`src/rtl/rtri_pkg.sv`:
```
package rtri_pkg;

   localparam int MAX_COLUMNS = 16;
   localparam int MAX_ROWS    = 16;
   localparam int MAX_LEN     = (MAX_COLUMNS > MAX_ROWS) ? MAX_COLUMNS : MAX_ROWS;

   // field widths fixed by the interface
   localparam int STEP_W  = 2;
   localparam int SLOT_W  = 9;
   localparam int DELTA_W = 6;
   localparam int CFG_W   = 5;

   // slot counts, ring indices and ring lengths
   localparam int LEN_W   = $clog2(MAX_LEN + 1);
   localparam int HALF_W  = $clog2(2 * MAX_LEN);
   localparam int TWICE_W = LEN_W + 1;

   localparam int RESET_COLUMNS = (MAX_COLUMNS < 8) ? MAX_COLUMNS : 8;
   localparam int RESET_ROWS    = (MAX_ROWS < 8) ? MAX_ROWS : 8;

   localparam int CSR_INDEX_W = 1;
   localparam logic [CSR_INDEX_W-1:0] REG_SLOT_COLUMNS = 1'b0;
   localparam logic [CSR_INDEX_W-1:0] REG_SLOT_ROWS    = 1'b1;

   localparam int STEP_CNT_W = 4;
   typedef logic [STEP_CNT_W-1:0] step_type;

   typedef enum logic [2:0] {
      OP_ACCEPT,
      OP_MOVE_COL,
      OP_EMIT_COL,
      OP_MOVE_ROW,
      OP_EMIT_ROW
   } op_type;

   typedef enum logic {
      AXIS_X,
      AXIS_Y
   } axis_type;

   typedef struct packed {
      op_type   op;
      axis_type axis;
      logic     skip;      // jump to skip_to when the axis has no movement
      step_type skip_to;
      step_type next;      // taken once the step is complete
   } ctrl_word_type;

   typedef struct packed {
      logic done;
      logic dir_zero;
   } status_type;

endpackage

```
`src/rtl/rtri_ifs.sv`:
```
interface rtri_req_if import rtri_pkg::*; ();
   logic                     valid;
   logic                     ready;
   logic signed [STEP_W-1:0] step_x;
   logic signed [STEP_W-1:0] step_y;

   modport source(output valid, step_x, step_y, input ready);
   modport sink(input valid, step_x, step_y, output ready);
endinterface

interface rtri_rsp_if import rtri_pkg::*; ();
   logic                      valid;
   logic                      ready;
   logic        [SLOT_W-1:0]  slot_index;
   logic signed [DELTA_W-1:0] delta_map_x;
   logic signed [DELTA_W-1:0] delta_map_y;
   logic                      last_of_step;

   modport source(output valid, slot_index, delta_map_x, delta_map_y, last_of_step,
                  input ready);
   modport sink(input valid, slot_index, delta_map_x, delta_map_y, last_of_step,
                output ready);
endinterface

```
`src/rtl/rtri_sequencer.sv`:
```
module rtri_sequencer import rtri_pkg::*; (
   input  logic          clock,
   input  logic          reset,
   input  status_type    status,
   output ctrl_word_type ctrl
);

   localparam step_type ST_ACCEPT     = 4'd0;
   localparam step_type ST_MOVE_COL_X = 4'd1;
   localparam step_type ST_EMIT_COL_X = 4'd2;
   localparam step_type ST_MOVE_ROW_X = 4'd3;
   localparam step_type ST_EMIT_ROW_X = 4'd4;
   localparam step_type ST_MOVE_COL_Y = 4'd5;
   localparam step_type ST_EMIT_COL_Y = 4'd6;
   localparam step_type ST_MOVE_ROW_Y = 4'd7;
   localparam step_type ST_EMIT_ROW_Y = 4'd8;

   function automatic ctrl_word_type program_rom(step_type s);
      ctrl_word_type w;
      w = '{op: OP_ACCEPT, axis: AXIS_X, skip: 1'b0, skip_to: ST_ACCEPT, next: ST_ACCEPT};
      case (s)
         ST_ACCEPT:     w = '{OP_ACCEPT,   AXIS_X, 1'b0, ST_ACCEPT,     ST_MOVE_COL_X};
         ST_MOVE_COL_X: w = '{OP_MOVE_COL, AXIS_X, 1'b1, ST_MOVE_COL_Y, ST_EMIT_COL_X};
         ST_EMIT_COL_X: w = '{OP_EMIT_COL, AXIS_X, 1'b0, ST_ACCEPT,     ST_MOVE_ROW_X};
         ST_MOVE_ROW_X: w = '{OP_MOVE_ROW, AXIS_X, 1'b0, ST_ACCEPT,     ST_EMIT_ROW_X};
         ST_EMIT_ROW_X: w = '{OP_EMIT_ROW, AXIS_X, 1'b0, ST_ACCEPT,     ST_MOVE_COL_Y};
         ST_MOVE_COL_Y: w = '{OP_MOVE_COL, AXIS_Y, 1'b1, ST_ACCEPT,     ST_EMIT_COL_Y};
         ST_EMIT_COL_Y: w = '{OP_EMIT_COL, AXIS_Y, 1'b0, ST_ACCEPT,     ST_MOVE_ROW_Y};
         ST_MOVE_ROW_Y: w = '{OP_MOVE_ROW, AXIS_Y, 1'b0, ST_ACCEPT,     ST_EMIT_ROW_Y};
         ST_EMIT_ROW_Y: w = '{OP_EMIT_ROW, AXIS_Y, 1'b0, ST_ACCEPT,     ST_ACCEPT};
         default:       w = '{OP_ACCEPT,   AXIS_X, 1'b0, ST_ACCEPT,     ST_ACCEPT};
      endcase
      return w;
   endfunction

   step_type step_ff;
   step_type step_in;

   assign ctrl = program_rom(step_ff);

   always_comb begin
      step_in = step_ff;
      if (ctrl.skip && status.dir_zero) begin
         step_in = ctrl.skip_to;
      end else if (status.done) begin
         step_in = ctrl.next;
      end
   end

   always_ff @(posedge clock) begin
      if (reset) begin
         step_ff <= ST_ACCEPT;
      end else begin
         step_ff <= step_in;
      end
   end

   a_step_in_program: assert property (@(posedge clock) disable iff (reset)
      step_ff <= ST_EMIT_ROW_Y)
      else $error("step counter outside program");

   a_accept_starts_x: assert property (@(posedge clock) disable iff (reset)
      (ctrl.op == OP_ACCEPT && status.done) |=> step_ff == ST_MOVE_COL_X)
      else $error("accepted beat did not start the x part");

   a_last_row_returns: assert property (@(posedge clock) disable iff (reset)
      (step_ff == ST_EMIT_ROW_Y && status.done) |=> ctrl.op == OP_ACCEPT)
      else $error("sequencer did not return to accept");

endmodule

```
`src/rtl/rtri_datapath.sv`:
```
module rtri_datapath import rtri_pkg::*; (
   input  logic                   clock,
   input  logic                   reset,
   input  ctrl_word_type          ctrl,
   output status_type             status,
   input  logic                   csr_we,
   input  logic [CSR_INDEX_W-1:0] csr_index,
   input  logic [CFG_W-1:0]       csr_wdata,
   rtri_req_if.sink               req_bus,
   rtri_rsp_if.source             rsp_bus
);

   localparam int SUM_W = HALF_W + LEN_W + 1;

   function automatic logic [LEN_W-1:0] sat_len(logic [CFG_W-1:0] v, int lim);
      if (v == '0) return LEN_W'(1);
      if (int'(v) > lim) return LEN_W'(lim);
      return LEN_W'(v);
   endfunction

   logic [LEN_W-1:0]          cols_ff, cols_in, rows_ff, rows_in;
   logic [HALF_W-1:0]         ring_col_ff, ring_col_in, ring_row_ff, ring_row_in;
   logic [STEP_W-1:0]         dx_ff, dx_in, dy_ff, dy_in;
   logic [HALF_W-1:0]         moved_ff, moved_in, walk_ff, walk_in;
   logic [LEN_W-1:0]          count_ff, count_in;
   logic signed [DELTA_W-1:0] dlt_x_ff, dlt_x_in, dlt_y_ff, dlt_y_in;
   logic                      rsp_valid_ff, rsp_valid_in;
   logic [SLOT_W-1:0]         slot_ff, slot_in;
   logic signed [DELTA_W-1:0] dmx_ff, dmx_in, dmy_ff, dmy_in;
   logic                      last_ff, last_in;

   logic [TWICE_W-1:0]        tc, tr, rc_ext, rr_ext, nr, ws, w2, wrap_len;
   logic [STEP_W-1:0]         dir;
   logic                      dir_zero, col_adv, row_adv, norm_busy, out_free;
   logic                      emitting, final_beat, req_fire;
   logic [LEN_W-1:0]          limit;
   logic [HALF_W-1:0]         mv, mul_a, add_b;
   logic [SUM_W-1:0]          slot_sum;
   logic signed [DELTA_W-1:0] cols_d, rows_d;

   assign tc     = {cols_ff, 1'b0};
   assign tr     = {rows_ff, 1'b0};
   assign rc_ext = TWICE_W'(ring_col_ff);
   assign rr_ext = TWICE_W'(ring_row_ff);
   assign cols_d = DELTA_W'(cols_ff);
   assign rows_d = DELTA_W'(rows_ff);

   assign dir      = (ctrl.axis == AXIS_X) ? dx_ff : dy_ff;
   assign dir_zero = (dir == '0);
   // x scrolls the column ring along its sign, y against it
   assign col_adv  = (ctrl.axis == AXIS_X) ? !dx_ff[1] : dy_ff[1];
   assign row_adv  = !dir[1];

   // ring left out of range by a length write: one subtract a cycle while in the accept step
   assign norm_busy = (rc_ext >= tc) || (rr_ext >= tr);
   assign req_bus.ready = (ctrl.op == OP_ACCEPT) && !norm_busy;
   assign req_fire      = req_bus.valid && req_bus.ready;

   assign out_free   = !rsp_valid_ff || rsp_bus.ready;
   assign emitting   = (ctrl.op == OP_EMIT_COL || ctrl.op == OP_EMIT_ROW) && out_free;
   assign limit      = (ctrl.op == OP_EMIT_COL) ? rows_ff : cols_ff;
   assign final_beat = (LEN_W'(count_ff + 1'b1) == limit);
   assign wrap_len   = (ctrl.op == OP_EMIT_COL) ? tr : tc;
   assign w2         = TWICE_W'(walk_ff) + TWICE_W'(2);

   // column phase: walker is the half-row; row phase: walker is the half-column
   assign mul_a    = (ctrl.op == OP_EMIT_COL) ? walk_ff : moved_ff;
   assign add_b    = (ctrl.op == OP_EMIT_COL) ? moved_ff : walk_ff;
   assign slot_sum = SUM_W'(mul_a) * SUM_W'(cols_ff) + SUM_W'(add_b >> 1);

   always_comb begin
      cols_in      = cols_ff;
      rows_in      = rows_ff;
      ring_col_in  = ring_col_ff;
      ring_row_in  = ring_row_ff;
      dx_in        = dx_ff;
      dy_in        = dy_ff;
      moved_in     = moved_ff;
      walk_in      = walk_ff;
      count_in     = count_ff;
      dlt_x_in     = dlt_x_ff;
      dlt_y_in     = dlt_y_ff;
      slot_in      = slot_ff;
      dmx_in       = dmx_ff;
      dmy_in       = dmy_ff;
      last_in      = last_ff;
      rsp_valid_in = rsp_valid_ff && !rsp_bus.ready;
      nr           = '0;
      ws           = '0;
      mv           = '0;
      status       = '{done: 1'b0, dir_zero: dir_zero};

      if (csr_we) begin
         case (csr_index)
            REG_SLOT_COLUMNS: cols_in = sat_len(csr_wdata, MAX_COLUMNS);
            REG_SLOT_ROWS:    rows_in = sat_len(csr_wdata, MAX_ROWS);
            default: ;
         endcase
      end

      case (ctrl.op)
         OP_ACCEPT: begin
            if (rc_ext >= tc) ring_col_in = HALF_W'(rc_ext - tc);
            if (rr_ext >= tr) ring_row_in = HALF_W'(rr_ext - tr);
            if (req_fire) begin
               dx_in = req_bus.step_x;
               dy_in = req_bus.step_y;
            end
            status.done = req_fire;
         end
         OP_MOVE_COL: begin
            if (col_adv) begin
               nr = (rc_ext + 1'b1 == tc) ? '0 : rc_ext + 1'b1;
               mv = ring_col_ff;
            end else begin
               nr = (rc_ext == '0) ? tc - 1'b1 : rc_ext - 1'b1;
               mv = HALF_W'(nr);
            end
            ws = rr_ext + TWICE_W'(ring_row_ff[0] ^ mv[0]);
            if (ws >= tr) ws = ws - tr;
            if (!dir_zero) begin
               ring_col_in = HALF_W'(nr);
               moved_in    = mv;
               walk_in     = HALF_W'(ws);
               count_in    = '0;
               dlt_x_in    = col_adv ? cols_d : -cols_d;
               dlt_y_in    = col_adv ? -cols_d : cols_d;
            end
            status.done = 1'b1;
         end
         OP_MOVE_ROW: begin
            if (row_adv) begin
               nr = (rr_ext + 1'b1 == tr) ? '0 : rr_ext + 1'b1;
               mv = ring_row_ff;
            end else begin
               nr = (rr_ext == '0) ? tr - 1'b1 : rr_ext - 1'b1;
               mv = HALF_W'(nr);
            end
            ws = rc_ext + TWICE_W'(ring_col_ff[0] ^ mv[0]);
            if (ws >= tc) ws = ws - tc;
            ring_row_in = HALF_W'(nr);
            moved_in    = mv;
            walk_in     = HALF_W'(ws);
            count_in    = '0;
            dlt_x_in    = row_adv ? rows_d : -rows_d;
            dlt_y_in    = row_adv ? rows_d : -rows_d;
            status.done = 1'b1;
         end
         OP_EMIT_COL, OP_EMIT_ROW: begin
            if (emitting) begin
               rsp_valid_in = 1'b1;
               slot_in      = SLOT_W'(slot_sum);
               dmx_in       = dlt_x_ff;
               dmy_in       = dlt_y_ff;
               // last beat of the item: row phase of y, or of x when y is still
               last_in      = final_beat && (ctrl.op == OP_EMIT_ROW)
                              && (ctrl.axis == AXIS_Y || dy_ff == '0);
               count_in     = LEN_W'(count_ff + 1'b1);
               walk_in      = HALF_W'((w2 >= wrap_len) ? w2 - wrap_len : w2);
               status.done  = final_beat;
            end
         end
         default: ;
      endcase
   end

   always_ff @(posedge clock) begin
      if (reset) begin
         cols_ff      <= LEN_W'(RESET_COLUMNS);
         rows_ff      <= LEN_W'(RESET_ROWS);
         ring_col_ff  <= '0;
         ring_row_ff  <= '0;
         rsp_valid_ff <= 1'b0;
      end else begin
         cols_ff      <= cols_in;
         rows_ff      <= rows_in;
         ring_col_ff  <= ring_col_in;
         ring_row_ff  <= ring_row_in;
         rsp_valid_ff <= rsp_valid_in;
      end
      dx_ff    <= dx_in;
      dy_ff    <= dy_in;
      moved_ff <= moved_in;
      walk_ff  <= walk_in;
      count_ff <= count_in;
      dlt_x_ff <= dlt_x_in;
      dlt_y_ff <= dlt_y_in;
      slot_ff  <= slot_in;
      dmx_ff   <= dmx_in;
      dmy_ff   <= dmy_in;
      last_ff  <= last_in;
   end

   assign rsp_bus.valid        = rsp_valid_ff;
   assign rsp_bus.slot_index   = slot_ff;
   assign rsp_bus.delta_map_x  = dmx_ff;
   assign rsp_bus.delta_map_y  = dmy_ff;
   assign rsp_bus.last_of_step = last_ff;

   a_new_beat_from_emit: assert property (@(posedge clock) disable iff (reset)
      (rsp_valid_ff && !$past(rsp_valid_ff))
         |-> ($past(ctrl.op) == OP_EMIT_COL || $past(ctrl.op) == OP_EMIT_ROW))
      else $error("result beat raised outside an emit step");

   a_accept_normalised: assert property (@(posedge clock) disable iff (reset)
      req_fire |-> (rc_ext < tc && rr_ext < tr))
      else $error("beat taken with a ring index out of range");

   a_no_emit_while_stalled: assert property (@(posedge clock) disable iff (reset)
      (rsp_valid_ff && !rsp_bus.ready) |-> !emitting)
      else $error("emit while output beat still pending");

endmodule

```
`src/rtl/ring_tile_recycle_indexer_unit.sv`:
```
// Once an input beat is taken the x part runs first, skipped when x does not
// move. One axis gives rows + cols beats, column phase then row phase; both
// axes run x then y, and no movement gives no beats. One result beat per cycle
// while emitting, unless the output is stalled. Items are taken one at a time;
// a length write may hold off the next item while the ring indices are brought
// back in range.
// Reset (synchronous, active high): 8 columns, 8 rows, both ring indices zero.
module ring_tile_recycle_indexer_unit import rtri_pkg::*; (
   input  logic                   clock,
   input  logic                   reset,
   rtri_req_if.sink               req_bus,
   rtri_rsp_if.source             rsp_bus,
   input  logic                   csr_we,
   input  logic [CSR_INDEX_W-1:0] csr_index,
   input  logic [CFG_W-1:0]       csr_wdata
);

   ctrl_word_type ctrl;
   status_type    status;

   rtri_sequencer u_seq (
      .clock  (clock),
      .reset  (reset),
      .status (status),
      .ctrl   (ctrl)
   );

   rtri_datapath u_dp (
      .clock     (clock),
      .reset     (reset),
      .ctrl      (ctrl),
      .status    (status),
      .csr_we    (csr_we),
      .csr_index (csr_index),
      .csr_wdata (csr_wdata),
      .req_bus   (req_bus),
      .rsp_bus   (rsp_bus)
   );

endmodule

```
`src/flat_wrapper.sv`:
```
// flat-port wrapper written by rule: the top's interface ports become plain ports
module ring_tile_recycle_indexer_unit_flat import rtri_pkg::*;
  (clock, reset, csr_we, csr_index, csr_wdata, req_bus_valid, req_bus_step_x, req_bus_step_y, req_bus_ready, rsp_bus_valid, rsp_bus_slot_index, rsp_bus_delta_map_x, rsp_bus_delta_map_y, rsp_bus_last_of_step, rsp_bus_ready);
  rtri_req_if req_bus_i ();
  rtri_rsp_if rsp_bus_i ();
  input  logic clock;
  input  logic reset;
  input  logic csr_we;
  input  logic [CSR_INDEX_W-1:0] csr_index;
  input  logic [CFG_W-1:0] csr_wdata;
  input wire logic [$bits(req_bus_i.valid)-1:0] req_bus_valid;
  input wire logic [$bits(req_bus_i.step_x)-1:0] req_bus_step_x;
  input wire logic [$bits(req_bus_i.step_y)-1:0] req_bus_step_y;
  output wire logic [$bits(req_bus_i.ready)-1:0] req_bus_ready;
  output wire logic [$bits(rsp_bus_i.valid)-1:0] rsp_bus_valid;
  output wire logic [$bits(rsp_bus_i.slot_index)-1:0] rsp_bus_slot_index;
  output wire logic [$bits(rsp_bus_i.delta_map_x)-1:0] rsp_bus_delta_map_x;
  output wire logic [$bits(rsp_bus_i.delta_map_y)-1:0] rsp_bus_delta_map_y;
  output wire logic [$bits(rsp_bus_i.last_of_step)-1:0] rsp_bus_last_of_step;
  input wire logic [$bits(rsp_bus_i.ready)-1:0] rsp_bus_ready;
  assign req_bus_i.valid = req_bus_valid;
  assign req_bus_i.step_x = req_bus_step_x;
  assign req_bus_i.step_y = req_bus_step_y;
  assign req_bus_ready = req_bus_i.ready;
  assign rsp_bus_valid = rsp_bus_i.valid;
  assign rsp_bus_slot_index = rsp_bus_i.slot_index;
  assign rsp_bus_delta_map_x = rsp_bus_i.delta_map_x;
  assign rsp_bus_delta_map_y = rsp_bus_i.delta_map_y;
  assign rsp_bus_last_of_step = rsp_bus_i.last_of_step;
  assign rsp_bus_i.ready = rsp_bus_ready;
  ring_tile_recycle_indexer_unit u_core (.clock(clock), .reset(reset), .req_bus(req_bus_i), .rsp_bus(rsp_bus_i), .csr_we(csr_we), .csr_index(csr_index), .csr_wdata(csr_wdata));
endmodule
```
`config.mk`:
```
export PLATFORM = sky130hd
export DESIGN_NAME = ring_tile_recycle_indexer_unit_flat
export DESIGN_NICKNAME = d
export VERILOG_FILES = /design/src/rtl/rtri_pkg.sv /design/src/rtl/rtri_ifs.sv /design/src/rtl/rtri_sequencer.sv /design/src/rtl/rtri_datapath.sv /design/src/rtl/ring_tile_recycle_indexer_unit.sv /design/src/flat_wrapper.sv
export SDC_FILE = /design/constraint.sdc
export NUM_CORES = 1
export LEC_CHECK = 0
export BUFFER_PORTS_ARGS = -buffer_cell sky130_fd_sc_hd__buf_2
export CAP_MARGIN = 30
export CORE_UTILIZATION = 65
export DETAILED_ROUTE_END_ITERATION = 8
export GPL_TIMING_DRIVEN = 0
export PLACE_DENSITY = 0.88
export SLEW_MARGIN = 20
export SYNTH_ARGS = -nofsm -noshare
export SYNTH_HDL_FRONTEND = slang
export SYNTH_SLANG_ARGS = --single-unit
```
`constraint.sdc`:
```
create_clock -name clock -period 6.7 [get_ports clock]
set_clock_uncertainty 0.1 [all_clocks]
set_input_delay 0.335 -clock clock [delete_from_list [all_inputs] [get_ports clock]]
set_output_delay 0.335 -clock clock [all_outputs]
set_load 0.01 [all_outputs]
```
# Yosys cells after proc, flatten, opt, wreduce, memory -nomap -nowiden
# Memories as Yosys holds them, arrays and structs flattened. A register that Yosys moved wholly into a read port is not among the register bits.
# Index checks and enable logic that the tools add are counted.
# totals
regBits,78
mem_bits_ro,176
in_bits,15
output_inout_bits,24
wordCells,158
mem_count,1
# memory_table
memory,words,word_bits,rd,rd_ports_with_merged_regs,write_ports,line,source
(name not given),16,11,1,1,0,rtri_sequencer.sv:21,case (s)
# classes
n_addsub,18
mul,1
magnitude_cmp,6
n_eq_ne,11
muxes,65
bitwise,3
n_reduce_logical,36
# ops
cell,count
$mux 5,30
$mux 6,6
$pmux 5 s2,3
$pmux 5 s3,2
$sub 5x5->5,5
$pmux 6 s2,2
$sub 5x1->5 const B,4
$ge 6x6->1,3
$mux 1,16
$mux 4,4
$add 5x1->6,2
$add 5x1->6 const B,2
$eq 6x6->1,2
$ge 5x6->1,2
$logic_not 6->1,2
$neg 5->6,2
$reduce_and 2->1,6
$add 9x4->9,1
$mul 5x5->9,1
$reduce_bool 2->1,4
$logic_and 1x1->1,7
$add 5x2->6 const B,1
$eq 3x2->1 const B,2
$reduce_and 3->1,2
other kinds (18),29

# Logic depth before layout (Yosys ltp)
# Gate-level depths: netlist of run 1.
# logic_depth
word_depth,10
ltp_mapped,18
depth_no_buf,17

# By module
# From an unflattened synthesis of run 1, not the netlist that was laid out.
# hier_totals
hier_cells,713
area_unflattened_um2,6721.4
# modules_own_cells
module,instances,cells_each,area_each_um2,seq_area_each_um2
rtri_datapath,1,657,6089.6,1951.9
rtri_sequencer,1,56,631.9,280.3

# Least setup slack after synthesis of run 1
# Ideal clock, no wire load.
# synth_path
path_type,reg-to-reg
start,"reg, netlist name u_core.u_seq.ctrl[10]"
end,reg u_core.u_dp.slot_ff[8] (netlist: u_core.u_dp.rsp_bus.slot_index[8]) (data pin)
setup_ns,0.259
arrival_ns,4.054
required_time_ns,6.341
path_slack_ns,2.287
stages_incl_launch_ff,15
path_buffers,1
synth_period_minus_slack_ns,4.413
cell_sequence,dfxtp_1 -> buf_2 -> nor3b_1 -> mux2_2 -> nand2_1 -> fa_1 -> fa_1 -> fa_1 -> inv_1 -> ha_1 -> a21o_1 -> a21oi_1 -> o21bai_1 -> a21oi_1 -> xnor2_1
# synth_via
elab_chain_len,4
word_cells_on_any_way,5
classes_between,add/sub (1); mul (1); eq/ne (1); mux (2)
# synth_rtl
element,line,source
$eq 3x2->1 *,"rtri_datapath.sv:67, rtri_datapath.sv:68",
$mux 5,rtri_datapath.sv:67,assign mul_a = (ctrl.op == OP_EMIT_COL) ? walk_ff : moved_ff;
$mul 5x5->9,rtri_datapath.sv:69,assign slot_sum = SUM_W'(mul_a) * SUM_W'(cols_ff) + SUM_W'(add_b >> 1);
$add 9x4->9 *,rtri_datapath.sv:69,
named net u_core.u_dp.slot_sum[8],rtri_datapath.sv:38,logic [SUM_W-1:0] slot_sum;
"end signal, assigned",rtri_datapath.sv:188,slot_ff <= slot_in;
"end, declared",rtri_datapath.sv:28,"logic [SLOT_W-1:0] slot_ff, slot_in;"
# The timed path passes the listed nets; every way through them passes the cells marked *.
# A chain may end at the register's enable or synchronous reset.

# Worst setup path after layout of run 1
# layout_path
start,"reg, netlist name u_core.u_seq.ctrl[10]"
end,reg u_core.u_dp.slot_ff[8] (netlist: u_core.u_dp.rsp_bus.slot_index[8]) (data pin)
# layout_via
elab_chain_len,4
word_cells_on_any_way,5
classes_between,add/sub (1); mul (1); eq/ne (1); mux (2)
# layout_rtl
element,line
$eq 3x2->1 *,"rtri_datapath.sv:67, rtri_datapath.sv:68"
$mux 5,rtri_datapath.sv:67
$mul 5x5->9,rtri_datapath.sv:69
$add 9x4->9 *,rtri_datapath.sv:69
named net u_core.u_dp.slot_sum[8],rtri_datapath.sv:38
# Marks and branches as above.

==> flow_metrics.tcl, run 1 <==
set metrics [dict create \
    synth_edf_count 51 \
    cts_buffers 9 \
    drtIter0Drc 384 \
    clk_pin_slew_ns 0.10 \
    status "finished, final reports clean" \
    synth-seq-cells 86 \
    synth_mux_area_frac 0.0641 \
    die_x_um 103 \
    postCtsHoldBufs 0 \
    syn_inst 723 \
    grt_overflow 0 \
    worstHoldEndpoint "u_core.u_dp.dx_ff[0]" \
    cts_num_sinks 86 \
    synth.distinct_cells 61 \
    synthAdderAreaFrac 0.160 \
    grt_pass1_vias 5459 \
    core_area_mm2 0.00986 \
    grt_max_degree 23 \
    min_path_cells 1 \
    cts_buffer_depth 2 \
    timing.rr.end "u_core.u_dp.rsp_bus.slot_index[8]" \
    synth_top_family_by_area "simple AND/OR/NAND/NOR gates" \
    ctsResizeCount 0 \
    rsz0062_at_grt "false" \
    drive_gt1_frac 0.108 \
    worst_setup_path_end_kind "flip-flop" \
    htree_levels 3 \
    fin_crit_ns 4.94 \
    hold_start "req_bus_step_x[0]" \
    finalCritPeriodShare 0.738 \
    vias_per_cell 6.23 \
    vdd_drop_max_v 0.000240 \
    fp.dieArea_mm2 0.0107 \
    initial_utilization 0.677 \
    slew_violations 0 \
    numPortBuffers 37 \
    finalHoldViolations 0 \
    synth-xor-area-share 0.0813 \
    whs_ns 0.0271 \
    nets 862 \
    synth_compound_area_frac 0.139 \
    drtAntennaViolNets 0 \
    avgRoutedWirePerCell_um 19.2 \
    netlist_area_mm2 0.00668 \
    regToRegSetupSlack_ns 1.76 \
    yosys_warnings 0 \
    hold_path_class "input pin to flip-flop" \
    tns_ns 0 \
    cts_tree "yes" \
    clk_latency_ns 0.38 \
    crit_arrival_ns 4.97 \
    tightest_slew_ns 0.844 \
    cts_setup_buffers 0 \
    cp.required_ns 6.72 \
    antenna_found_initial 0 \
    grt_pass1_wl_um 27200 \
    syn_nets 813 \
    drv_cap 0 \
    crit_type "flip-flop to flip-flop" \
    synthFlopType "edfxtp_1" \
    synth-simple-area-share 0.164 \
    io_pins 39 \
    power_density_mw_per_mm2 444 \
    areaGrowthSynthToFinish_pct 8.51 \
    yosysSeqAreaShare 0.334 \
    wirelength_um 17500 \
    gp_congestion 0.947 \
    avgSynthCellArea_um2 9.24 \
    vias 5668 \
    finalSetupViolCount 0 \
    fill_cells 711 \
    leakage_uw 0.00305 \
    diodes 0 \
    cp-start-kind "flip-flop" \
    root_buffer "clkbuf_8" \
    relSlewSlack 0.437 \
    max_freq_ghz 0.202 \
    drcViolationCount 0 \
    crit_fanout 10 \
    track_usage 0.341 \
    first_pass_iters 5 \
    timing.rr.start "u_core.u_seq.ctrl[10]" \
    die_y_um 103 \
    r2r_cells 15 \
    async_reset_ff_frac 0 \
    place_hpwl_um 13600 \
    core.rowCount 36 \
]
[cell type report]
type / count / area (µm²) / share of cell area
multi-input cells: 542 / 4060 / 0.560
clock inverters: 4 / 33.8 / 0.00466
flip-flops and latches: 86 / 2230 / 0.308
inverters: 59 / 221 / 0.0306
repair buffers: 38 / 190 / 0.0262
clock buffers: 12 / 178 / 0.0245
well taps: 133 / 166 / 0.0230
plain buffers: 36 / 164 / 0.0226
[cells in the mapped netlist, drive strengths merged, types with 12 or more instances]
library cell | instances | area (µm²)
inv | 59 | 221
o21ai | 31 | 155
mux2i | 24 | 244
nand2 | 61 | 229
nor3 | 12 | 60.1
nor2b | 13 | 81.3
xnor2 | 43 | 377
fa | 17 | 340
edfxtp | 51 | 1530
dfxtp | 35 | 701
nor2 | 60 | 225
nand3 | 19 | 95.1
a21oi | 37 | 185
mux2 | 16 | 184
a211oi | 12 | 90.1
xor2 | 19 | 166
ha | 58 | 726
clkbuf | 28 | 105
[metal layers]
layer | up-vias | share of wire | GRT usage
met1 | 2666 | 0.40 | 0.402
li1 | 2644 | - | -
met3 | 68 | 0.064 | 0.0652
met4 | 0 | 0.043 | 0.178
met2 | 290 | 0.49 | 0.588
met5 | - | 0 | 0
[how the worst max path moves through the flow]
| stage | start | to | slack, ns | depth (start not counted) |
|---|---|---|---|---|
| after global placement | u_core.u_seq.ctrl[10] | u_core.u_dp.rsp_bus.slot_index[8] | 1.82 | 16 |
| after detailed placement | u_core.u_seq.ctrl[10] | u_core.u_dp.rsp_bus.slot_index[8] | 1.85 | 15 |
| after floorplan | u_core.u_seq.ctrl[10] | u_core.u_dp.rsp_bus.slot_index[8] | 2.29 | 14 |
| after global routing | u_core.u_dp.ring_row_ff[2] | u_core.u_dp.walk_ff[1] | 1.52 | 16 |
| final | u_core.u_seq.ctrl[10] | u_core.u_dp.rsp_bus.slot_index[8] | 1.76 | 15 |
| after CTS | u_core.u_seq.ctrl[10] | u_core.u_dp.rsp_bus.slot_index[8] | 1.81 | 15 |
[metrics by stage]
stage	worst slack, ns	util	total power (µW)	area (µm²)	instances
global route	1.52	0.735	3430	7250	910
floorplan	2.29	-	2290	6680	723
finish	1.76	0.735	3220	7250	910
detailed placement	1.85	0.713	2770	7040	894
CTS	1.81	0.735	3170	7250	910
global placement	1.82	0.713	2650	7030	893
[layout by cell type, fill, tap and decap left out, drive strengths merged, types with 17 or more instances in the layout]
cell and count:
a21oi 37, buf 46, clkbuf 40, dfxtp 35
edfxtp 51, fa 17, ha 58, inv 62
mux2i 24, nand2 61, nand3 19, nor2 60
o21ai 31, xnor2 43, xor2 19
[registers in the layout, indices dropped and copies added (netlist names), 4 cells and up]
signal                           cells
u_core.u_dp.cols_ff                  5
u_core.u_dp.count_ff                 5
u_core.u_dp.dlt_x_ff                 6
u_core.u_dp.dlt_y_ff                 5
u_core.u_dp.moved_ff                 5
u_core.u_dp.ring_col_ff              5
u_core.u_dp.ring_row_ff              5
u_core.u_dp.rows_ff                  5
u_core.u_dp.rsp_bus.delta_map_x      6
u_core.u_dp.rsp_bus.delta_map_y      5
u_core.u_dp.rsp_bus.slot_index       9
u_core.u_dp.walk_ff                  5
u_core.u_seq.ctrl                   10
u_core.u_seq.step_ff                 4
[cell families after synthesis]
kind of cell               after synthesis
adders and majority gates               75
muxes                                   40
buffers and inverters                   95
AOI/OAI and AO/OA                      141
DFF                                     86
xor gates and xnor gates                62
and+or+nand+nor                        224
[critical path, stage by stage (launching register included)]
cell and delay, ns:
dfxtp_1 0.33, buf_2 0.17, nor3b_1 0.46, buf_2 0.28
mux2_2 0.40, nand2_1 0.10, fa_1 0.46, fa_1 0.53
fa_1 0.60, inv_1 0.06, ha_1 0.34, a21o_1 0.17
a21oi_1 0.25, o21bai_1 0.11, a21oi_1 0.22, xnor2_1 0.11
[report_power, final]
part / leakage (µW) / switching [µW] / total (µW) / internal (µW)
sequential: 0.000761 / 108 / 911 / 804
combinational: 0.00218 / 1150 / 1910 / 762
clock: 0.000106 / 210 / 394 / 185
total: 0.00305 / 1470 / 3220 / 1750
No activity file was read; power rests on OpenSTA's default activity.
==> run 2: changes to the inputs <==
--- a/config.mk
+++ b/config.mk
@@ -5,12 +5,13 @@
 export SDC_FILE = /design/constraint.sdc
 export NUM_CORES = 1
 export LEC_CHECK = 0
+export ABC_AREA = 1
 export BUFFER_PORTS_ARGS = -buffer_cell sky130_fd_sc_hd__buf_2
 export CAP_MARGIN = 30
-export CORE_UTILIZATION = 65
+export CORE_UTILIZATION = 62
 export DETAILED_ROUTE_END_ITERATION = 8
 export GPL_TIMING_DRIVEN = 0
-export PLACE_DENSITY = 0.88
+export PLACE_DENSITY = 0.85
 export SLEW_MARGIN = 20
 export SYNTH_ARGS = -nofsm -noshare
 export SYNTH_HDL_FRONTEND = slang
==> constraint.sdc (replaced) <==
create_clock -name clock -period 4.55 [get_ports clock]
set_clock_uncertainty 0.1 [all_clocks]
set_input_delay 0.2275 -clock clock [delete_from_list [all_inputs] [get_ports clock]]
set_output_delay 0.2275 -clock clock [all_outputs]
set_load 0.01 [all_outputs]
==> run 2 against run 1 <==
Clock power is 37% higher; critical path type unchanged; sequential share of layout area hardly changed; largest cell class unchanged; global-route usage is 1.5 points lower; highest routed layer unchanged.
==> flow_metrics.tcl, run 2 <==
set metrics [dict create \
    vias_per_cell 5.87 \
    netlist_top_cells_area "edfxtp_1 23%, ha_1 11%, dfxtp_1 11%, nand2_1 8.5%, inv_1 6.9%" \
    nets 968 \
    status "finished, final reports clean" \
    grt_overflow 0 \
    tns_ns 0 \
    grt_pass1_wl_um 27500 \
    numPortBuffers 37 \
    yosys-top-cells-count "150 x nand2_1, 122 x inv_1, 59 x o21ai_0" \
    finalSetupViolCount 0 \
    worst_setup_path_end_kind "flip-flop" \
    place_hpwl_um 13200 \
    hold_path_class "input pin to flip-flop" \
    slew_violations 0 \
    tightest_slew_ns 0.783 \
    placed_cell_area_mm2 0.00697 \
    synth.distinct_cells 48 \
    drcViolationCount 0 \
    crit_arrival_ns 4.45 \
    drive_gt1_frac 0.122 \
    synth_top_area_cell "edfxtp_1" \
    yosysTopAreaCellShare 0.232 \
    vias 5978 \
    fill_cells 883 \
    vdd_drop_max_v 0.000474 \
    yosysMostFrequentCell "nand2_1" \
    gp_congestion 1.02 \
    cts_num_sinks 86 \
    leakage_uw 0.00344 \
    core_area_mm2 0.0103 \
    diodes 0 \
    synthFlopType "edfxtp_1" \
    fin_crit_ns 4.43 \
    initial_utilization 0.639 \
    antenna_found_initial 0 \
    multi_input_area_mm2 0.00381 \
    fp.dieArea_mm2 0.0111 \
    yosys_warnings 0 \
    crit_type "flip-flop to flip-flop" \
    crit_fanout 10 \
    yosysSeqAreaShare 0.338 \
    avgSynthCellArea_um2 8.03 \
    finalHoldViolations 0 \
    htree_levels 3 \
    core.rowCount 37 \
    finalCritPeriodShare 0.973 \
    avgRoutedWirePerCell_um 17.3 \
    cp.required_ns 4.57 \
    cp-start-kind "flip-flop" \
    max_freq_ghz 0.226 \
    largest_reg_flops 10 \
    first_pass_iters 7 \
    cts_buffer_depth 2 \
    drv_cap 0 \
    grt_pass1_vias 5597 \
    die_y_um 105 \
    syn_nets 912 \
    grt_max_degree 18 \
    drtIter0Drc 562 \
    clk_latency_ns 0.37 \
    synth-seq-cells 86 \
    cpMaxStageDelayCell "fa_1" \
    register_area_mm2 0.00224 \
    final_common_cell "nand2_1" \
    path_cells "inv_2 -> nand3_4 -> buf_6 -> clkbuf_4 -> nand2_1 -> o21ai_1 -> inv_1 -> nand2_1 -> fa_1 -> fa_1 -> fa_1 -> inv_1 -> ha_2 -> a21oi_2 -> inv_1 -> a31oi_4 -> nor2_1 -> o21ai_0 -> nand2_1 -> xor2_1" \
    critical_path.max_stage_delay_ns 0.56 \
    final_cell_area_mm2 0.00726 \
    layout_common_cells "150 x nand2_1, 122 x inv_1, 57 x nor2_1, 57 x ha_1, 53 x o21ai_0" \
    power_density_mw_per_mm2 671 \
    track_usage 0.325 \
    cts_buffers 9 \
    relSlewSlack 0.471 \
    areaGrowthSynthToFinish_pct 9.99 \
    netlist_area_mm2 0.00660 \
    die_x_um 105 \
    clk_pin_slew_ns 0.09 \
    root_buffer "clkbuf_8" \
    drtAntennaViolNets 0 \
    io_pins 39 \
    cts_tree "yes" \
    synth_edf_count 51 \
    async_reset_ff_frac 0 \
    syn_inst 822 \
    wirelength_um 17600 \
]
[run 2: cells by family (layout without fill, tap and decap cells)]
logic type,Yosys count,count (layout),share of synthesized area
and+or+nand+nor,302,302,0.208
buffers and inverters,154,215,0.0899
AOI/OAI and AO/OA,152,152,0.131
DFF,86,86,0.338
adders and majority gates,75,75,0.162
xor gates and xnor gates,51,51,0.0677
muxes,2,2,0.00303
[run 2: report_power, final]
| part | leakage, µW | internal (µW) | switching, µW |
|---|---|---|---|
| registers | 0.000768 | 1230 | 163 |
| clock network | 0.0000958 | 236 | 305 |
| logic | 0.00258 | 1020 | 1910 |
[run 2: timing repair]
item | CTS | global route
setup buffers | 0 | 2
pin swaps | 0 | 2
hold endpoints to repair | 4 | 0
endpoints found under the setup margin | 2 | 2
gates resized for setup | 5 | 13
hold buffers | 4 | 0
[run 2: per-stage QoR]
step	power (µW)	utilization	std cells	setup slack, ns	hold WS [ns]
floorplan	3410	-	822	0.276	0.226
global placement	3990	0.674	995	-0.00912	0.301
detailed placement	4130	0.675	997	-0.133	0.306
CTS	4730	0.699	1017	0.00835	0.0438
global route	5260	0.703	1019	-0.0629	0.0525
finish	4870	0.703	1019	0.122	0.0568
[run 2: routing by layer]
layer | vias to the layer above | track usage | wire length, µm
li1 | 2848 | - | -
met1 | 2786 | 0.410 | 7130
met2 | 291 | 0.520 | 8220
met3 | 53 | 0.0799 | 1540
met4 | 0 | 0.164 | 758
met5 | - | 0 | 0
[run 2: worst max-delay path, delay by kind of cell, from the launching register on]
family                   cells  cell delay (ns)
adder cells (fa/ha/maj)      4             1.89
buffers and inverters        6             0.67
AO/OA/AOI/OAI                4             0.61
AND/OR/NAND/NOR              5             0.38
flip-flops                   1             0.37
XOR/XNOR                     1             0.15
[run 2: final timing paths]
check                                              from                                  to  slack (ns)  cells after the start
worst max-delay path              u_core.u_seq.ctrl[12]   u_core.u_dp.rsp_bus.slot_index[7]        0.12                     20
worst min-delay path                       csr_wdata[3]              u_core.u_dp.rows_ff[3]        0.06                      3
worst max register to register    u_core.u_seq.ctrl[12]   u_core.u_dp.rsp_bus.slot_index[7]        0.12                     20
worst min register to register  u_core.u_dp.dlt_x_ff[3]  u_core.u_dp.rsp_bus.delta_map_x[3]        0.33                      0
[run 2: final cells by class]
class | count | area share
Sequential cell | 86 | 0.308
Clock buffer | 11 | 0.0210
Buffer | 19 | 0.0124
Inverter | 135 | 0.0698
Clock inverter | 5 | 0.00500
Tap cell | 136 | 0.0234
Timing Repair Buffer | 45 | 0.0357
Multi-Input combinational cell | 582 | 0.524
